## src/design/tets_pkg.sv

```systemverilog
`default_nettype none

package tets_pkg;

    localparam int EVENT_SLOTS_DEF = 64;
    localparam int LIMIT_W         = 9;
    localparam logic [LIMIT_W-1:0] LIMIT_RESET = 9'd32;

    localparam logic [2:0] REQ_ON     = 3'd0;
    localparam logic [2:0] REQ_OFF    = 3'd1;
    localparam logic [2:0] REQ_REMOVE = 3'd2;
    localparam logic [2:0] REQ_RANDOM = 3'd3;
    localparam logic [2:0] REQ_TICK   = 3'd4;

    localparam logic [1:0] KIND_ACK  = 2'd0;
    localparam logic [1:0] KIND_ON   = 2'd1;
    localparam logic [1:0] KIND_OFF  = 2'd2;
    localparam logic [1:0] KIND_NONE = 2'd3;

    localparam logic [1:0] STS_OK     = 2'd0;
    localparam logic [1:0] STS_BOUNDS = 2'd1;
    localparam logic [1:0] STS_FULL   = 2'd2;

    localparam logic [3:0] DAY_SUN     = 4'd0;
    localparam logic [3:0] DAY_MON     = 4'd1;
    localparam logic [3:0] DAY_FRI     = 4'd5;
    localparam logic [3:0] DAY_SAT     = 4'd6;
    localparam logic [3:0] DAY_ALL     = 4'd7;
    localparam logic [3:0] DAY_WEEKDAY = 4'd8;
    localparam logic [3:0] DAY_WEEKEND = 4'd9;

    typedef enum logic [1:0] {
        ST_IDLE,
        ST_SCAN,
        ST_DONE
    } state_t;

    // one slot of the event table, msb first
    typedef struct packed {
        logic [6:0]  ofs;
        logic        rnd;
        logic [10:0] minute;
        logic [3:0]  day;
        logic        on;
        logic [7:0]  light;
    } entry_t;

    typedef struct packed {
        logic load;
        logic rd_en;
        logic proc_en;
        logic emit;
    } dp_cmd_t;

    typedef struct packed {
        logic skip;
        logic stall;
        logic out_free;
    } dp_sts_t;

    function automatic logic day_match(input logic [3:0] d, input logic [3:0] today);
        logic hit;
        hit = (d == DAY_ALL) || (d == today);
        if (d == DAY_WEEKEND && (today == DAY_SUN || today == DAY_SAT))
            hit = 1'b1;
        if (d == DAY_WEEKDAY && today >= DAY_MON && today <= DAY_FRI)
            hit = 1'b1;
        return hit;
    endfunction

endpackage

`default_nettype wire

```

## src/design/tets_ctrl.sv

```systemverilog
`default_nettype none

module tets_ctrl #(
    parameter int EVENT_SLOTS = tets_pkg::EVENT_SLOTS_DEF,
    parameter int IW = (EVENT_SLOTS > 1) ? $clog2(EVENT_SLOTS) : 1,
    parameter int CW = $clog2(EVENT_SLOTS + 1)
) (
    input  wire logic             clk,
    input  wire logic             rst_n,
    input  wire logic             s_tvalid,
    output logic                  s_tready,
    input  wire tets_pkg::dp_sts_t sts,
    output tets_pkg::dp_cmd_t     cmd,
    output logic [IW-1:0]         rd_addr,
    output logic [IW-1:0]         proc_idx
);

    tets_pkg::state_t state_reg, state_next;
    logic [CW-1:0] rd_cnt_reg, rd_cnt_next;
    logic          p1_valid_reg, p1_valid_next;
    logic [IW-1:0] p1_idx_reg, p1_idx_next;

    logic advance;
    logic rd_issue;

    // stage 1 holds when a fired slot has nowhere to put the previous command
    assign advance  = !(p1_valid_reg && sts.stall);
    assign rd_issue = (state_reg == tets_pkg::ST_SCAN) && advance && !sts.skip
                      && (rd_cnt_reg < CW'(EVENT_SLOTS));

    always_comb
    begin
        state_next    = state_reg;
        rd_cnt_next   = rd_cnt_reg;
        p1_valid_next = p1_valid_reg;
        p1_idx_next   = p1_idx_reg;
        case (state_reg)
            tets_pkg::ST_IDLE:
            begin
                if (s_tvalid)
                begin
                    state_next    = tets_pkg::ST_SCAN;
                    rd_cnt_next   = '0;
                    p1_valid_next = 1'b0;
                end
            end
            tets_pkg::ST_SCAN:
            begin
                if (advance)
                begin
                    p1_valid_next = rd_issue;
                    p1_idx_next   = rd_cnt_reg[IW-1:0];
                    rd_cnt_next   = rd_cnt_reg + CW'(rd_issue);
                    if (!rd_issue)
                        state_next = tets_pkg::ST_DONE;
                end
            end
            tets_pkg::ST_DONE:
            begin
                if (sts.out_free)
                    state_next = tets_pkg::ST_IDLE;
            end
            default:
            begin
                state_next = tets_pkg::ST_IDLE;
            end
        endcase
    end

    always_comb
    begin
        cmd      = '0;
        s_tready = 1'b0;
        case (state_reg)
            tets_pkg::ST_IDLE:
            begin
                s_tready = 1'b1;
                cmd.load = s_tvalid;
            end
            tets_pkg::ST_SCAN:
            begin
                cmd.rd_en   = rd_issue;
                cmd.proc_en = p1_valid_reg && advance;
            end
            tets_pkg::ST_DONE:
            begin
                cmd.emit = sts.out_free;
            end
            default:
            begin
                cmd = '0;
            end
        endcase
    end

    assign rd_addr  = rd_cnt_reg[IW-1:0];
    assign proc_idx = p1_idx_reg;

    always_ff @(posedge clk or negedge rst_n)
    begin
        if (!rst_n)
        begin
            state_reg    <= tets_pkg::ST_IDLE;
            rd_cnt_reg   <= '0;
            p1_valid_reg <= 1'b0;
            p1_idx_reg   <= '0;
        end
        else
        begin
            state_reg    <= state_next;
            rd_cnt_reg   <= rd_cnt_next;
            p1_valid_reg <= p1_valid_next;
            p1_idx_reg   <= p1_idx_next;
        end
    end

    a_p1_only_scan: assert property (@(posedge clk) disable iff (!rst_n)
        p1_valid_reg |-> (state_reg == tets_pkg::ST_SCAN))
        else $error("stage 1 busy outside scan");

    a_cnt_bound: assert property (@(posedge clk) disable iff (!rst_n)
        rd_cnt_reg <= CW'(EVENT_SLOTS))
        else $error("slot counter past table end");

endmodule

`default_nettype wire

```

## src/design/tets_dp.sv

```systemverilog
`default_nettype none

module tets_dp #(
    parameter int EVENT_SLOTS = tets_pkg::EVENT_SLOTS_DEF,
    parameter int IW = (EVENT_SLOTS > 1) ? $clog2(EVENT_SLOTS) : 1
) (
    input  wire logic                         clk,
    input  wire logic                         rst_n,
    input  wire logic                         cfg_valid,
    input  wire logic [tets_pkg::LIMIT_W-1:0] cfg_data,
    input  wire logic [2:0]                   req_type,
    input  wire logic [7:0]                   light_id,
    input  wire logic [3:0]                   day_code,
    input  wire logic [10:0]                  minute_of_day,
    input  wire logic [6:0]                   random_offset,
    input  wire tets_pkg::dp_cmd_t            cmd,
    input  wire logic [IW-1:0]                rd_addr,
    input  wire logic [IW-1:0]                proc_idx,
    output tets_pkg::dp_sts_t                 sts,
    output logic                              out_valid,
    input  wire logic                         out_ready,
    output logic [1:0]                        out_kind,
    output logic [1:0]                        out_status,
    output logic [7:0]                        out_light,
    output logic                              out_last
);

    logic [tets_pkg::LIMIT_W-1:0] limit_reg;

    logic [2:0]  req_reg;
    logic [7:0]  id_reg;
    logic [3:0]  day_reg;
    logic [10:0] min_reg;
    logic [6:0]  rnd_reg;
    logic        oob_reg;
    logic        found_reg, found_next;

    logic        pend_valid_reg, pend_valid_next;
    logic [1:0]  pend_kind_reg, pend_kind_next;
    logic [7:0]  pend_light_reg, pend_light_next;

    logic [EVENT_SLOTS-1:0] valid_reg, valid_next;

    tets_pkg::entry_t mem [EVENT_SLOTS];
    tets_pkg::entry_t mem_q_reg;
    tets_pkg::entry_t wr_data;
    logic             wr_en;

    logic        out_valid_reg, out_valid_next;
    logic [1:0]  out_kind_reg, out_kind_next;
    logic [1:0]  out_status_reg, out_status_next;
    logic [7:0]  out_light_reg, out_light_next;
    logic        out_last_reg, out_last_next;

    logic        is_sched;
    logic        is_tick;
    logic        known_req;
    logic        slot_live;
    logic        key_hit;
    logic [12:0] due;
    logic        fire;
    logic        out_free;
    logic        push_pend;
    logic [1:0]  fire_kind;
    logic [1:0]  final_status;

    assign is_sched  = (req_reg == tets_pkg::REQ_ON) || (req_reg == tets_pkg::REQ_OFF);
    assign is_tick   = (req_reg == tets_pkg::REQ_TICK);
    assign known_req = req_reg inside {tets_pkg::REQ_ON, tets_pkg::REQ_OFF,
                                       tets_pkg::REQ_REMOVE, tets_pkg::REQ_RANDOM,
                                       tets_pkg::REQ_TICK};

    assign slot_live = valid_reg[proc_idx];
    assign key_hit   = (mem_q_reg.light == id_reg) && (mem_q_reg.day == day_reg)
                       && (mem_q_reg.minute == min_reg);
    // minute plus signed offset, no wrap; 13 bits cannot overflow
    assign due  = {2'b00, mem_q_reg.minute} + {{6{mem_q_reg.ofs[6]}}, mem_q_reg.ofs};
    assign fire = slot_live && tets_pkg::day_match(mem_q_reg.day, day_reg)
                  && (due == {2'b00, min_reg});
    assign fire_kind = mem_q_reg.on ? tets_pkg::KIND_ON : tets_pkg::KIND_OFF;

    assign out_free  = !out_valid_reg || out_ready;
    assign push_pend = cmd.proc_en && is_tick && fire && pend_valid_reg;

    assign sts.skip     = (is_sched && oob_reg) || !known_req;
    assign sts.stall    = is_tick && fire && pend_valid_reg && !out_free;
    assign sts.out_free = out_free;

    always_comb
    begin
        wr_en           = 1'b0;
        wr_data         = mem_q_reg;
        valid_next      = valid_reg;
        found_next      = found_reg;
        pend_valid_next = pend_valid_reg;
        pend_kind_next  = pend_kind_reg;
        pend_light_next = pend_light_reg;
        if (cmd.load)
        begin
            found_next      = 1'b0;
            pend_valid_next = 1'b0;
        end
        else if (cmd.proc_en)
        begin
            case (req_reg)
                tets_pkg::REQ_ON, tets_pkg::REQ_OFF:
                begin
                    if (!slot_live && !found_reg)
                    begin
                        wr_en          = 1'b1;
                        wr_data        = '0;
                        wr_data.light  = id_reg;
                        wr_data.on     = (req_reg == tets_pkg::REQ_ON);
                        wr_data.day    = day_reg;
                        wr_data.minute = min_reg;
                        valid_next[proc_idx] = 1'b1;
                        found_next     = 1'b1;
                    end
                end
                tets_pkg::REQ_REMOVE:
                begin
                    if (slot_live && key_hit)
                        valid_next[proc_idx] = 1'b0;
                end
                tets_pkg::REQ_RANDOM:
                begin
                    if (slot_live && key_hit)
                    begin
                        wr_en       = 1'b1;
                        wr_data.rnd = 1'b1;
                        wr_data.ofs = rnd_reg;
                    end
                end
                tets_pkg::REQ_TICK:
                begin
                    if (fire)
                    begin
                        wr_en           = 1'b1;
                        wr_data.ofs     = mem_q_reg.rnd ? rnd_reg : 7'd0;
                        pend_valid_next = 1'b1;
                        pend_kind_next  = fire_kind;
                        pend_light_next = mem_q_reg.light;
                    end
                end
                default:
                begin
                    wr_en = 1'b0;
                end
            endcase
        end
        else if (cmd.emit)
        begin
            pend_valid_next = 1'b0;
        end
    end

    always_comb
    begin
        if (!is_sched)
            final_status = tets_pkg::STS_OK;
        else if (oob_reg)
            final_status = tets_pkg::STS_BOUNDS;
        else if (found_reg)
            final_status = tets_pkg::STS_OK;
        else
            final_status = tets_pkg::STS_FULL;
    end

    // the newest fired command waits in pend until we know whether it is last
    always_comb
    begin
        out_valid_next  = out_valid_reg;
        out_kind_next   = out_kind_reg;
        out_status_next = out_status_reg;
        out_light_next  = out_light_reg;
        out_last_next   = out_last_reg;
        if (push_pend)
        begin
            out_valid_next  = 1'b1;
            out_kind_next   = pend_kind_reg;
            out_status_next = tets_pkg::STS_OK;
            out_light_next  = pend_light_reg;
            out_last_next   = 1'b0;
        end
        else if (cmd.emit)
        begin
            out_valid_next = 1'b1;
            out_last_next  = 1'b1;
            if (pend_valid_reg)
            begin
                out_kind_next   = pend_kind_reg;
                out_status_next = tets_pkg::STS_OK;
                out_light_next  = pend_light_reg;
            end
            else
            begin
                out_kind_next   = is_tick ? tets_pkg::KIND_NONE : tets_pkg::KIND_ACK;
                out_status_next = final_status;
                out_light_next  = 8'd0;
            end
        end
        else if (out_ready)
        begin
            out_valid_next = 1'b0;
        end
    end

    always_ff @(posedge clk or negedge rst_n)
    begin
        if (!rst_n)
        begin
            limit_reg      <= tets_pkg::LIMIT_RESET;
            valid_reg      <= '0;
            found_reg      <= 1'b0;
            pend_valid_reg <= 1'b0;
            out_valid_reg  <= 1'b0;
        end
        else
        begin
            if (cfg_valid)
                limit_reg <= cfg_data;
            valid_reg      <= valid_next;
            found_reg      <= found_next;
            pend_valid_reg <= pend_valid_next;
            out_valid_reg  <= out_valid_next;
        end
    end

    always_ff @(posedge clk)
    begin
        if (cmd.load)
        begin
            req_reg <= req_type;
            id_reg  <= light_id;
            day_reg <= day_code;
            min_reg <= minute_of_day;
            rnd_reg <= random_offset;
            oob_reg <= ({1'b0, light_id} >= limit_reg);
        end
        pend_kind_reg  <= pend_kind_next;
        pend_light_reg <= pend_light_next;
        out_kind_reg   <= out_kind_next;
        out_status_reg <= out_status_next;
        out_light_reg  <= out_light_next;
        out_last_reg   <= out_last_next;
    end

    always_ff @(posedge clk)
    begin
        if (wr_en)
            mem[proc_idx] <= wr_data;
    end

    always_ff @(posedge clk)
    begin
        if (cmd.rd_en)
            mem_q_reg <= mem[rd_addr];
    end

    assign out_valid  = out_valid_reg;
    assign out_kind   = out_kind_reg;
    assign out_status = out_status_reg;
    assign out_light  = out_light_reg;
    assign out_last   = out_last_reg;

    a_no_overwrite: assert property (@(posedge clk) disable iff (!rst_n)
        (push_pend || cmd.emit) |-> out_free)
        else $error("result word overwritten before taken");

    a_pend_tick_only: assert property (@(posedge clk) disable iff (!rst_n)
        (pend_valid_reg && !cmd.load) |-> is_tick)
        else $error("pending command outside a tick");

    a_one_sched_write: assert property (@(posedge clk) disable iff (!rst_n)
        (cmd.proc_en && is_sched && found_reg) |-> !wr_en)
        else $error("schedule wrote a second slot");

endmodule

`default_nettype wire

```

## src/design/timed_event_table_scheduler.sv

```systemverilog
// channel  direction  handshake                 payload
// s_*      in         s_tvalid / s_tready       tuser req_type, tdata request fields
// m_*      out        m_tvalid / m_tready       tuser result_kind, tdata, tlast
// cfg_*    in         cfg_valid / cfg_ready     cfg_data light_limit
//
// Every request scans the slot table, one slot per cycle over EVENT_SLOTS slots
// through the table memory's single read port, unless the result port stalls the scan.
// Schedule requests with an out-of-range light and unknown requests skip the scan.
// A stalled result port holds the scan only when a second fired command needs room.
// Reset clears the valid bits and loads light_limit (32) at once; no clearing pass.
`default_nettype none

module timed_event_table_scheduler #(
    parameter int EVENT_SLOTS = tets_pkg::EVENT_SLOTS_DEF
) (
    input  wire logic        clk,
    input  wire logic        rst_n,
    input  wire logic        s_tvalid,
    output logic             s_tready,
    input  wire logic [31:0] s_tdata,   // light_id[7:0], day_code[11:8],
                                        // minute_of_day[22:12], random_offset[29:23]
    input  wire logic [2:0]  s_tuser,   // req_type
    output logic             m_tvalid,
    input  wire logic        m_tready,
    output logic [15:0]      m_tdata,   // status[1:0], light_out[9:2]
    output logic [1:0]       m_tuser,   // result_kind
    output logic             m_tlast,
    input  wire logic        cfg_valid,
    output logic             cfg_ready,
    input  wire logic [8:0]  cfg_data
);

    localparam int IW = (EVENT_SLOTS > 1) ? $clog2(EVENT_SLOTS) : 1;
    localparam int CW = $clog2(EVENT_SLOTS + 1);

    tets_pkg::dp_cmd_t cmd;
    tets_pkg::dp_sts_t sts;
    logic [IW-1:0]     rd_addr;
    logic [IW-1:0]     proc_idx;
    logic [1:0]        status;
    logic [7:0]        light_out;

    assign cfg_ready = 1'b1;

    tets_ctrl #(
        .EVENT_SLOTS (EVENT_SLOTS),
        .IW          (IW),
        .CW          (CW)
    ) u_ctrl (
        .clk      (clk),
        .rst_n    (rst_n),
        .s_tvalid (s_tvalid),
        .s_tready (s_tready),
        .sts      (sts),
        .cmd      (cmd),
        .rd_addr  (rd_addr),
        .proc_idx (proc_idx)
    );

    tets_dp #(
        .EVENT_SLOTS (EVENT_SLOTS),
        .IW          (IW)
    ) u_dp (
        .clk           (clk),
        .rst_n         (rst_n),
        .cfg_valid     (cfg_valid),
        .cfg_data      (cfg_data),
        .req_type      (s_tuser),
        .light_id      (s_tdata[7:0]),
        .day_code      (s_tdata[11:8]),
        .minute_of_day (s_tdata[22:12]),
        .random_offset (s_tdata[29:23]),
        .cmd           (cmd),
        .rd_addr       (rd_addr),
        .proc_idx      (proc_idx),
        .sts           (sts),
        .out_valid     (m_tvalid),
        .out_ready     (m_tready),
        .out_kind      (m_tuser),
        .out_status    (status),
        .out_light     (light_out),
        .out_last      (m_tlast)
    );

    assign m_tdata = {6'd0, light_out, status};

endmodule

`default_nettype wire
```

## config.mk

```make
export PLATFORM = sky130hd
export DESIGN_NAME = timed_event_table_scheduler
export DESIGN_NICKNAME = d
export VERILOG_FILES = /design/src/design/tets_pkg.sv /design/src/design/tets_ctrl.sv /design/src/design/tets_dp.sv /design/src/design/timed_event_table_scheduler.sv
export SDC_FILE = /design/constraint.sdc
export NUM_CORES = 2
export LEC_CHECK = 0
export CORE_MARGIN = 10
export CORE_UTILIZATION = 50
export DETAILED_ROUTE_END_ITERATION = 10
export DONT_BUFFER_PORTS = 1
export GPL_TIMING_DRIVEN = 0
export PLACE_DENSITY = 0.74
export SLEW_MARGIN = 0
export SYNTH_ARGS = -nofsm -noshare
export SYNTH_HDL_FRONTEND = slang
export SYNTH_SLANG_ARGS = --single-unit
```

## constraint.sdc

```tcl
create_clock -name clk -period 13.36 [get_ports clk]
set_clock_uncertainty 0.2 [all_clocks]
set_input_delay 1.336 -clock clk [delete_from_list [all_inputs] [get_ports clk]]
set_output_delay 1.336 -clock clk [all_outputs]
set_load 0.005 [all_outputs]
```

# Word-level counts from Yosys, hierarchy flattened

Memories as Yosys holds them, arrays and structs flattened. A register that Yosys moved wholly into a read port is not among the register bits.
Index checks and enable logic that the tools add are counted.

Register bits: 149
Bits in latches: 0
Bits in writable memories: 2048
Bits in read-only memories: 0
Logic and storage cells: 176
Memories kept: 1

Memories:

| memory   | depth | bits a word | rd ports | clocked after memory_dff | wr ports | RTL line      | RTL |
|---|---|---|---|---|---|---|---|
| u_dp.mem | 64    | 32          | 1        | 1                        | 1        | tets_dp.sv:44 | `tets_pkg::entry_t mem [EVENT_SLOTS];` |

Add/sub/neg operators: 2
$mul: 0
Div/mod/pow operators: 0
Order comparisons: 6
Eq/ne operators: 22
Shift-type cells: 0
Mux-type cells: 65
Bitwise logic cells: 5
Reduce and logical (&&, ||, !) cells: 54

Operators with widths:

| cell               | number |
|---|---|
| $mux 64            | 2 |
| $pmux 64 s2        | 1 |
| $mux 32            | 3 |
| $and 64x64->64     | 1 |
| $not 64->64        | 1 |
| $or 64x64->64      | 1 |
| $mux 8             | 4 |
| $mux 1             | 28 |
| $mux 2             | 14 |
| $mux 7             | 4 |
| $mux 24            | 1 |
| $logic_and 1x1->1  | 22 |
| $pmux 7 s3         | 1 |
| $pmux 7 s2         | 1 |
| $add 12x7->13      | 1 |
| $eq 13x11->1       | 1 |
| $reduce_bool 2->1  | 6 |
| $eq 11x11->1       | 1 |
| $ge 8x9->1         | 1 |
| $reduce_and 3->1   | 3 |
| $eq 4x3->1 const B | 2 |
| $eq 4x4->1 const B | 2 |
| $eq 8x8->1         | 1 |
| $ne 2x2->1 const B | 4 |
| 31 further kinds   | 48 |

# Longest topological paths before layout

Depth after elaboration: 20
Depth in mapped cells: 19
Mapped depth without buffers: 16

# Modules after synthesis

From an unflattened synthesis, not the netlist that was laid out.

Cell total of the unflattened synthesis: 3807
Area total of the unflattened synthesis: 87575.2 µm²

By module, submodules not included:

| module                      | times used | cells an instance | area an instance (µm²) | sequential area each (µm²) |
|---|---|---|---|---|
| tets_dp                     | 1          | 3714              | 86646.9                | 66044.6 |
| tets_ctrl                   | 1          | 84                | 868.3                  | 400.4 |
| timed_event_table_scheduler | 1          | 9                 | 60.1                   | 0.0 |

# Least setup slack after synthesis

No wires, ideal clock.

Path kind: reg-to-reg
Start point: register u_dp.mem_q_reg[13] (netlist name)
End point: memory u_dp.mem[39][0] (netlist bit) (enable)
Setup time: 0.461 ns
Arrival: 5.637 ns
Data required time: 12.699 ns
Setup slack: 7.062 ns
Stages on the path, launching flop included: 14
Buffers on the path: 2
Cell sequence: edfxtp_1 > ha_1 > fa_1 > a211oi_2 > o31ai_1 > o221a_2 > o21a_1 > or3_1 > a21oi_2 > a31oi_1 > or4_1 > buf_2 > buf_4 > nor3_1

Word-level cells in the longest chain between the ends: 14
Elaborated cells between the ends (all ways): 20
Classes of those cells: 1 x add/sub; 2 x eq/ne; 8 x mux; 9 x reduce/logical

Ends and longest elaborated chain:

| item                            | RTL line        | RTL |
|---|---|---|
| $add 12x7->13                   | tets_dp.sv:77   | `assign due = {2'b00, mem_q_reg.minute} + {{6{mem_q_reg.ofs[6]}}, mem_q_reg.ofs};` |
| $eq 13x11->1                    | tets_dp.sv:79   | `&& (due == {2'b00, min_reg});` |
| $logic_and 1x1->1               | tets_dp.sv:79   |  |
| $logic_and 1x1->1 (3 in series) | tets_dp.sv:86   | `assign sts.stall = is_tick && fire && pend_valid_reg && !out_free;` |
| $logic_and 1x1->1               | tets_ctrl.sv:27 | `assign advance = !(p1_valid_reg && sts.stall);` |
| $logic_not 1->1                 | tets_ctrl.sv:27 |  |
| $logic_and 1x1->1               | tets_ctrl.sv:83 | `cmd.proc_en = p1_valid_reg && advance;` |
| $mux 2                          | tets_ctrl.sv:74 | `case (state_reg)` |
| $mux 1 *                        | tets_dp.sv:103  | `else if (cmd.proc_en)` |
| $mux 1 *                        | tets_dp.sv:98   | `if (cmd.load)` |
| $mux 1 *                        | tets_dp.sv:250  | `if (wr_en)` |
| $mux 1 (implied by the code) *  | tets_dp.sv:251  | `mem[proc_idx] <= wr_data;` |
| to (decl)                       | tets_dp.sv:44   |  |

Every way passes the cells marked *; elsewhere a longest branch is shown, timed or not.

# Worst setup path in the final report

Start point: register u_dp.mem_q_reg[31] (netlist name)
End point: memory u_dp.mem[21][17] (netlist bit) (enable)

Word-level cells in the longest chain between the ends: 14
Elaborated cells between the ends (all ways): 16
Classes of those cells: 1 x add/sub; 1 x eq/ne; 7 x mux; 7 x reduce/logical

Ends and longest elaborated chain:

| item                            | RTL line |
|---|---|
| $add 12x7->13 *                 | tets_dp.sv:77 |
| $eq 13x11->1 *                  | tets_dp.sv:79 |
| $logic_and 1x1->1 *             | tets_dp.sv:79 |
| $logic_and 1x1->1 (3 in series) | tets_dp.sv:86 |
| $logic_and 1x1->1               | tets_ctrl.sv:27 |
| $logic_not 1->1                 | tets_ctrl.sv:27 |
| $logic_and 1x1->1               | tets_ctrl.sv:83 |
| $mux 2                          | tets_ctrl.sv:74 |
| $mux 1 *                        | tets_dp.sv:103 |
| $mux 1 *                        | tets_dp.sv:98 |
| $mux 1 *                        | tets_dp.sv:250 |
| $mux 1 (implied by the code) *  | tets_dp.sv:251 |

Marks and branches as above.

==> qor.json <==
{
  "multi_input_comb_area_um2": 19800,
  "grt_first_pass_wirelength_um": 335000,
  "yosys.area.top_type": "sky130_fd_sc_hd__edfxtp_1",
  "drv_slew": 38,
  "hold-worst-slack_ns": 0.0847,
  "drt-wirelength-per-cell_um": 35.8,
  "synth-xor-area-share_pct": 0.424,
  "combined_flip_flop_and_latch_cell_area_um2": 66400,
  "timing.critical_path.from_type": "flop",
  "grt_setup_unrepaired": "no",
  "flow.area_growth_from_synthesis_pct": 14.9,
  "synth-adder-area-share_pct": 0.340,
  "r2r_start": "u_dp.mem_q_reg[31]$_DFFE_PP_",
  "maxCapViolCount": 2,
  "setup_total_negative_slack_ns": 0,
  "post_synth_inst_count": 3722,
  "die_area_um2": 191000,
  "detailed_place_hpwl_um": 159000,
  "nets": 4251,
  "post_cts_setup_driven_buffer_insertion_count": 0,
  "drt-vias-per-instance": 6.58,
  "gr-total-overflow": 0,
  "worstHoldPathType": "in -> async",
  "synthMostInstantiatedCell": "sky130_fd_sc_hd__edfxtp_1",
  "outcome": "finished, violations left",
  "grt_start_max_net_pins": 92,
  "async_flop_share_pct": 4.13,
  "synth-seq-area-share_pct": 76.5,
  "r2r_cells": 15,
  "synth.top_cells.by_count": "sky130_fd_sc_hd__edfxtp_1, sky130_fd_sc_hd__mux4_2, sky130_fd_sc_hd__clkbuf_1, sky130_fd_sc_hd__nor3_1, sky130_fd_sc_hd__mux2_2",
  "vias_in_the_first_global_route": 43928,
  "regToRegEndpoint": "u_dp.mem[21][17]$_DFFE_PP_",
  "antenna_violation_net_count_after_detailed_routing": 0,
  "worstPathMaxFanout": 10,
  "cts_tree": "done",
  "design.core.area_um2": 172000,
  "detailroute.via_count": 43914,
  "clk_pin_slew_worst_paths_ns": 0.07,
  "layout-drive-gt1-share_pct": 32.9,
  "setup.worst_path.end_class": "flop",
  "synth_ff_type": "sky130_fd_sc_hd__edfxtp_1",
  "worst_slew_margin_rel_pct": -2.25,
  "syn-mean-instance-area_um2": 23.3,
  "ys.warnings.count": 0,
  "die_y_um": 437,
  "tightest_slew_ns": 1.53,
  "grt_antenna_before_repair": 15,
  "ctsLongestPathBuffers": 3,
  "cp.required_ns": 13.75,
  "detail_route.first_pass.iterations": 6,
  "drc": 0,
  "post-synth-top-area-fraction_pct": 73.8,
  "final.min_clock_period_ns": 6.16,
  "finalSetupViolations": 0,
  "synth.cell_area_um2": 86800,
  "io_pins": 71,
  "clock_sinks": 2229,
  "synth_compound_gate_area_share_pct": 0.983,
  "cts_buffers": 210,
  "insertion_delay_ns": 0.89,
  "timing.reg2reg.setup_slack_ns": 7.20,
  "crit_arrival_ns": 6.55,
  "last_weighted_congestion_value_of_the_routability_driven_placer": 0.921,
  "layout_worst_path_cycle_share_pct": 46.1,
  "combinational_family_with_the_most_area_after_synthesis": "multiplexers",
  "pwr_density_cell_nw_per_um2": 177,
  "yosys.area_share.simple_pct": 1.69,
  "place.port_buffers": 0,
  "timing.fmax_ghz": 0.162,
  "final_hold_viol_count": 0,
  "leakage_nw": 30.7,
  "cts_repair_resize_count": 0,
  "synthDistinctLibCells": 73,
  "row_count": 152,
  "critical_path_class": "reg -> reg",
  "number_of_flip_flops_under_the_largest_register_name": 2048,
  "violations": "max-capacitance violations, max-slew violations",
  "fillers": 11642,
  "drt_wl_total_um": 239000,
  "die_width_um": 437,
  "ys_ff_latch": 2229,
  "cts_max_level": 4,
  "detailed_router_s_first_iteration_violation_count": 7029,
  "yosys-mux-area-fraction_pct": 18.8,
  "total_routing_resource_utilization_after_global_routing_pct": 24.7,
  "irDropWorstVdd_mv": 0.157,
  "synthTopCellsByArea": "sky130_fd_sc_hd__edfxtp_1, sky130_fd_sc_hd__mux4_2, sky130_fd_sc_hd__dfrtp_1",
  "postCtsHoldBufs": 1,
  "clock_tree.root_cell": "sky130_fd_sc_hd__clkbuf_16",
  "synth_edf_count": 2134,
  "initial_core_util_pct": 50.5
}
per-layer routing:
layer	up-vias	wire, um	global-route usage [%]
li1	16839	-	-
met1	23034	81300	31.8
met2	3405	111000	38.0
met3	624	30600	7.44
met4	12	15700	13.4
met5	-	92	0
per-stage QoR:
step	instances	setup slack, ns	utilization [%]	cell area (um2)	power (mW)
after global routing	6666	6.99	58.0	99800	18.1
final	6669	7.20	58.0	99800	17.6
after global placement	6037	3.55	52.1	89800	11.7
after detailed placement	6274	7.47	54.0	93000	11.8
after CTS	6663	7.39	57.9	99700	17.6
after floorplan	3727	7.06	-	86900	10.5
report_power, final:
part	switching, mW	leakage [nW]	internal, mW	total, mW
clock network	2.66	3.26	3.18	5.84
registers	0.106	20.5	8.19	8.29
logic	2.17	6.98	1.34	3.51
total	4.94	30.7	12.7	17.6
placed cells by master (no fill, tap or decap), drive strengths merged, types with 13 or more instances in the layout:
master  Yosys  routed
a221oi     15      15
buf        69     308
bufinv      0      13
clkbuf    156     416
clkinv      1     103
dfrtp      91      91
edfxtp   2134    2134
ha         22      22
inv        24      32
mux2      100     100
mux4      674     674
nand2      40      40
nand3      14      14
nor2       21      21
nor3      136     136
o21ai      22      22
xnor2      18      18
xor2       24      24
area by class of cell:
type / count / area share (%)
Multi-Input combinational cell: 1248 / 19.8
Buffer: 225 / 0.952
Timing Repair Buffer: 240 / 2.92
Clock inverter: 129 / 1.26
Clock buffer: 259 / 5.46
Antenna cell: 4 / 0.0100
Tap cell: 2310 / 2.90
Sequential cell: 2229 / 66.6
Inverter: 25 / 0.0940
worst max path at each step:
stage / startpoint / endpoint
final: u_dp.mem_q_reg[31]$_DFFE_PP_ / u_dp.mem[21][17]$_DFFE_PP_
after global routing: u_dp.mem_q_reg[13]$_DFFE_PP_ / u_dp.mem[53][25]$_DFFE_PP_
after global placement: u_dp.mem_q_reg[13]$_DFFE_PP_ / u_dp.mem[3][5]$_DFFE_PP_
after detailed placement: u_dp.mem_q_reg[13]$_DFFE_PP_ / u_dp.mem[36][14]$_DFFE_PP_
after floorplan: u_dp.mem_q_reg[13]$_DFFE_PP_ / u_dp.mem[39][0]$_DFFE_PP_
after CTS: u_dp.mem_q_reg[13]$_DFFE_PP_ / u_dp.mem[53][25]$_DFFE_PP_
critical path: stages (launching register included):
cell	delay (ns)
sky130_fd_sc_hd__edfxtp_1	0.61
sky130_fd_sc_hd__ha_1	0.52
sky130_fd_sc_hd__o21ai_0	0.17
sky130_fd_sc_hd__a21oi_1	0.30
sky130_fd_sc_hd__o311ai_0	0.17
sky130_fd_sc_hd__nor4_1	0.29
sky130_fd_sc_hd__nand3_1	0.20
sky130_fd_sc_hd__nor4_4	0.60
sky130_fd_sc_hd__a31oi_1	0.15
sky130_fd_sc_hd__or4_1	0.72
sky130_fd_sc_hd__buf_2	0.27
sky130_fd_sc_hd__buf_6	0.19
sky130_fd_sc_hd__nor3_2	0.82
sky130_fd_sc_hd__buf_6	0.26
sky130_fd_sc_hd__buf_6	0.20
sky130_fd_sc_hd__buf_6	0.16
cell families (layout without fill, tap and decap cells):
family                     count (synthesis)  in the layout
AOI/OAI and AO/OA                        115            115
other                                      2             11
xor gates and xnor gates                  42             42
adders and majority gates                 23             23
buffers and inverters                    250            878
muxes                                    780            780
DFF                                     2229           2229
and+or+nand+nor                          281            281
Note: power is estimated with default switching activity, not from simulation.
